--- src/quadratic_probe_hash_table_macros.svh ---
// Assertion helpers used by the asserting module.
`ifndef QUADRATIC_PROBE_HASH_TABLE_MACROS_SVH
`define QUADRATIC_PROBE_HASH_TABLE_MACROS_SVH

// Checks that an implication holds on every clock edge outside reset.
`define QPHT_ASSERT_IMP(label, clk, rst_n, ante, cons) \
  label: assert property (@(posedge clk) disable iff (!rst_n) (ante) |-> (cons)) \
    else $error("assertion failed");

// Checks that a condition holds in the cycle after an antecedent.
`define QPHT_ASSERT_NEXT(label, clk, rst_n, ante, cons) \
  label: assert property (@(posedge clk) disable iff (!rst_n) (ante) |=> (cons)) \
    else $error("assertion failed");

`endif

--- src/qpht_ram.sv ---
module qpht_ram #(
  parameter int unsigned Width = 8,
  parameter int unsigned Depth = 16
) (
  input  logic                     clk_i,
  input  logic                     we_i,
  input  logic [$clog2(Depth)-1:0] waddr_i,
  input  logic [Width-1:0]         wdata_i,
  input  logic [$clog2(Depth)-1:0] raddr_i,
  output logic [Width-1:0]         rdata_o
);
  logic [Width-1:0] mem_q [Depth];

  always_ff @(posedge clk_i) begin
    if (we_i) begin
      mem_q[waddr_i] <= wdata_i;
    end
    rdata_o <= mem_q[raddr_i];
  end
endmodule
--- config.mk ---
export PLATFORM = sky130hd
export DESIGN_NAME = qpht_ram
export DESIGN_NICKNAME = d
export VERILOG_FILES = /design/src/quadratic_probe_hash_table_macros.svh /design/src/qpht_ram.sv
export SDC_FILE = /design/constraint.sdc
export NUM_CORES = 1
export LEC_CHECK = 0
export ABC_CLOCK_PERIOD_IN_PS = 2700
export BUFFER_PORTS_ARGS = -buffer_cell sky130_fd_sc_hd__buf_2
export CORE_ASPECT_RATIO = 1.5
export CORE_MARGIN = 5
export CORE_UTILIZATION = 41
export CTS_BUF_LIST = sky130_fd_sc_hd__clkbuf_2 sky130_fd_sc_hd__clkbuf_4 sky130_fd_sc_hd__clkbuf_8
export DETAILED_ROUTE_END_ITERATION = 10
export GPL_ROUTABILITY_DRIVEN = 0
export GPL_TIMING_DRIVEN = 0
export PLACE_DENSITY_LB_ADDON = 0.25
export SYNTH_ARGS = -nofsm -noshare
export SYNTH_HDL_FRONTEND = slang
export SYNTH_SLANG_ARGS = --single-unit
--- constraint.sdc ---
create_clock -name clk_i -period 2.7 [get_ports clk_i]
set_input_delay 0.54 -clock clk_i [delete_from_list [all_inputs] [get_ports clk_i]]
set_output_delay 0.54 -clock clk_i [all_outputs]
set_load 0.02 [all_outputs]
==> results.md <==
Floorplan:
- The full die area is 14,900 um^2.
- The vertical die dimension is 147 um.
- The die width is 101 um.
- For this configuration, the core starts out at a cell density of 41.6%.
- The I/O pin count is 26.
- The number of rows in the core area is 50.
- The region available for standard cell placement spans 12,400 um^2.

Yosys:
- The Yosys step of the flow raised 0 warnings.
- After synthesis the cells add up to 5150 um^2.
- Counting every instance in the synthesized netlist gives between 200 and 250.
- When the netlist entered floorplanning its net count stood at 247.
- The post-synthesis sequential area ratio is 77.8%.
- The average cell area after synthesis is 22.5 um^2.
- Synthesis instantiated 19 different standard cells from the library.
- By area the synthesized netlist is led by sky130_fd_sc_hd__edfxtp_1 75%, sky130_fd_sc_hd__mux4_2 7.9%, sky130_fd_sc_hd__mux4_1 7.1%, sky130_fd_sc_hd__dfxtp_1 3.1%, sky130_fd_sc_hd__a22oi_1 2.3%.
- The top-area cell type share of the netlist area is approximately three quarters.
- The number of register bits inferred by synthesis is 136.
- Summed over all instances, the cell type with the most area after synthesis is sky130_fd_sc_hd__edfxtp_1.

Route:
- The final route contains between 2,000 and 2,500 vias.
- The routed design has 9970 um of wire.
- The DRC violations left is 0.
- The antenna violation net count after detailed routing is 0.
- The iteration-0 DRC count of the detailed router is 255.
- The first-pass iteration count of the detailed router is 4.
- The average wire per cell in the routed design is between 20 and 25 um.
- The mean number of vias per cell is between 5 and 6.

STA:
- The worst-case clock skew is 0.00814 ns.
- Setup repair after global routing left no endpoint under its margin.
- The number of failing setup endpoints in the final timing report is 0.
- The actual transition at the worst max-transition pin is roughly 1.3 ns.
- After layout, the worst path uses 77.1% of the clock period.
- After layout, the minimum clock period comes to ~2.1 ns.
- Based on the critical path, the design can be clocked at up to 480 MHz.
- The number of pins with negative max-slew slack in the final report is 0.
- The worst slew slack as a fraction of its limit is roughly 15%.
- The final setup TNS is 0 ns.
- The final count of hold timing violations is 0.

Finish:
- Compared with the post-synthesis result, the final layout area differs by 14.2%.
- The number of nets at the end of the flow is 290.
- The fraction of final layout cells with drive strength greater than 1 is 29.8%.
- The total inserted antenna cells is 0.

Power and ir drop:
- For this design the static power due to leakage is 1.96 nW.
- The ratio of total power to cell area is about 740 nW/um^2.
- The completed layout was analyzed and its total power is about 4.3 mW.
- VDD sags by at most 0.322 mV.

Worst setup path:
- The critical-path maximum fanout is 8.
- The number of buffer and inverter stages on the critical path is 1.
- The critical path is of the in -> reg type.
- The kind of capture point of the worst setup path is a register.
- The required time of the critical path is 2.74 ns.
- The longest individual stage delay on the worst path is 0.93 ns.
- STA classifies the critical path startpoint as an input pin.
- The critical path goes through buf_2 -> or3b_2 -> nor3_1.
- The slowest stage of the critical path is the sky130_fd_sc_hd__nor3_1 cell.
- Broken down by cell family, the worst path's largest delay share belongs to simple AND/OR/NAND/NOR gates.
- The arrival time at the worst endpoint is 2.12 ns.

CTS:
- The longest clock path from root to sink contains 2 buffers.
- The clock buffer count from CTS is 17.
- The number of buffers inserted for hold repair after clock tree synthesis is 0.
- The number of gates given a new drive strength after cts is 0.
- The clock transition at the register clock pins on the worst setup and hold paths after CTS is 0.08 ns.
- Clock latency on the worst-skew pair, taken at its later pin, is around 0.43 ns.
- TritonCTS built the clock tree.
- The number of setup buffers added after CTS is 0.
- The H-tree was split into 4 levels.
- In this run the clock root is driven by a sky130_fd_sc_hd__clkbuf_8.
- The count of clock tree sinks is 136.

GRT:
- The pin count of the biggest net entering global routing is 17.
- The number of global-route vias before repair is 2,520.
- The first global-routing pass estimated 15,200 um of wire.
- The number of antenna violations at the first check in global routing was 0.
- The global router's overall resource usage is ~15%.
- The sum of overflow across all layers after global routing is 0.

Run status:
- The flow ran to the end, and the final reports show no timing, DRC or antenna violations.

Run:
- The number of max-cap violations is 0.

Placement:
- The quantity of I/O buffers inserted on ports is 24.
- Detailed placement finished with a half-perimeter wire length of approximately 6500 um.

Hold path:
- The worst min-delay path class is in -> reg.
## per-stage QoR
stage	cells	setup WS (ns)	utilization, %	hold slack, ns	instance area (um^2)
5_1_grt	441	0.503	47.5	0.487	5880
4_1_cts	441	0.573	47.5	0.482	5880
3_3_place_gp	409	0.113	44.1	0.648	5460
6_report	441	0.619	47.5	0.496	5880
2_1_floorplan	229	0.667	-	0.629	5150
3_5_place_dp	409	0.111	44.1	0.655	5460
## Yosys cell counts
cell type	count
sky130_fd_sc_hd__edfxtp_1	128
sky130_fd_sc_hd__mux4_2	18
sky130_fd_sc_hd__a22oi_1	16
sky130_fd_sc_hd__mux4_1	14
sky130_fd_sc_hd__nor2_1	13
sky130_fd_sc_hd__nand2_1	9
sky130_fd_sc_hd__dfxtp_1	8
sky130_fd_sc_hd__nor3_1	4
sky130_fd_sc_hd__buf_2	3
sky130_fd_sc_hd__buf_6	3
sky130_fd_sc_hd__clkdlybuf4s25_2	3
sky130_fd_sc_hd__nand2b_1	2
sky130_fd_sc_hd__nand3b_1	2
sky130_fd_sc_hd__and2_1	1
sky130_fd_sc_hd__and2b_1	1
sky130_fd_sc_hd__buf_4	1
sky130_fd_sc_hd__nand3_1	1
sky130_fd_sc_hd__nor2b_1	1
sky130_fd_sc_hd__or3b_2	1
## where the power goes
part / total [mW] / internal (mW) / switching [mW]
sequential: 2.37 / 2.36 / 0.00966
combinational: 0.242 / 0.0940 / 0.148
clock: 1.73 / 1.01 / 0.714
total: 4.34 / 3.47 / 0.872
## final cells by class
class,instances,area [um^2]
Tap cell,156,195
Sequential cell,136,4000
Clock inverter,8,119
Fill cell,1060,6510
Timing Repair Buffer,24,120
Multi-Input combinational cell,83,1060
Buffer,10,86.3
Clock buffer,24,299
## placed cells by master (no fill, tap or decap), types with 4 or more instances in the layout
master / Yosys / final
sky130_fd_sc_hd__nor3_1: 4 / 4
sky130_fd_sc_hd__clkbuf_4: 0 / 5
sky130_fd_sc_hd__nor2_1: 13 / 13
sky130_fd_sc_hd__mux4_1: 14 / 14
sky130_fd_sc_hd__nand2_1: 9 / 9
sky130_fd_sc_hd__clkbuf_8: 0 / 19
sky130_fd_sc_hd__dfxtp_1: 8 / 8
sky130_fd_sc_hd__a22oi_1: 16 / 16
sky130_fd_sc_hd__mux4_2: 18 / 18
sky130_fd_sc_hd__edfxtp_1: 128 / 128
sky130_fd_sc_hd__buf_2: 3 / 27
## worst reg2reg max path, cell delays in order (launching register included)
cell	delay (ns)
sky130_fd_sc_hd__edfxtp_1	0.36
sky130_fd_sc_hd__mux4_1	0.56
sky130_fd_sc_hd__a22oi_1	0.34
sky130_fd_sc_hd__nand2_1	0.09
## flip-flops by register name, summed over array words and instances (netlist names)
name and flops:
mem_q 128, rdata_o 8
## cells by family after synthesis
| group | Yosys count | synth area share, % |
|---|---|---|
| compound gates | 16 | 2.33 |
| buf+inv | 10 | 1.68 |
| flops | 136 | 77.8 |
| mux | 32 | 15.0 |
| simple gates | 35 | 3.18 |
## metal layers
layer,track usage (%),vias up,share of wire [%]
met2,24.3,76,53
li1,-,1056,-
met3,4.09,19,4.2
met1,17.8,1235,40
met4,5.92,0,2.4
met5,0,-,0
## path summary, 6_finish.rpt
kind / endpoint / slack, ns / from / cells past startpoint
worst max register to register: rdata_o[3]$_DFF_P_ / 1.24 / mem_q[2][3]$_DFFE_PP_ / 3
worst min-delay path: mem_q[6][5]$_DFFE_PP_ / 0.50 / wdata_i[5] / 1
worst min register to register: rdata_o[2]$_DFF_P_ / 0.67 / mem_q[15][2]$_DFFE_PP_ / 3
worst max-delay path: mem_q[0][6]$_DFFE_PP_ / 0.62 / waddr_i[2] / 3
No activity file was read; power rests on OpenSTA's default activity.
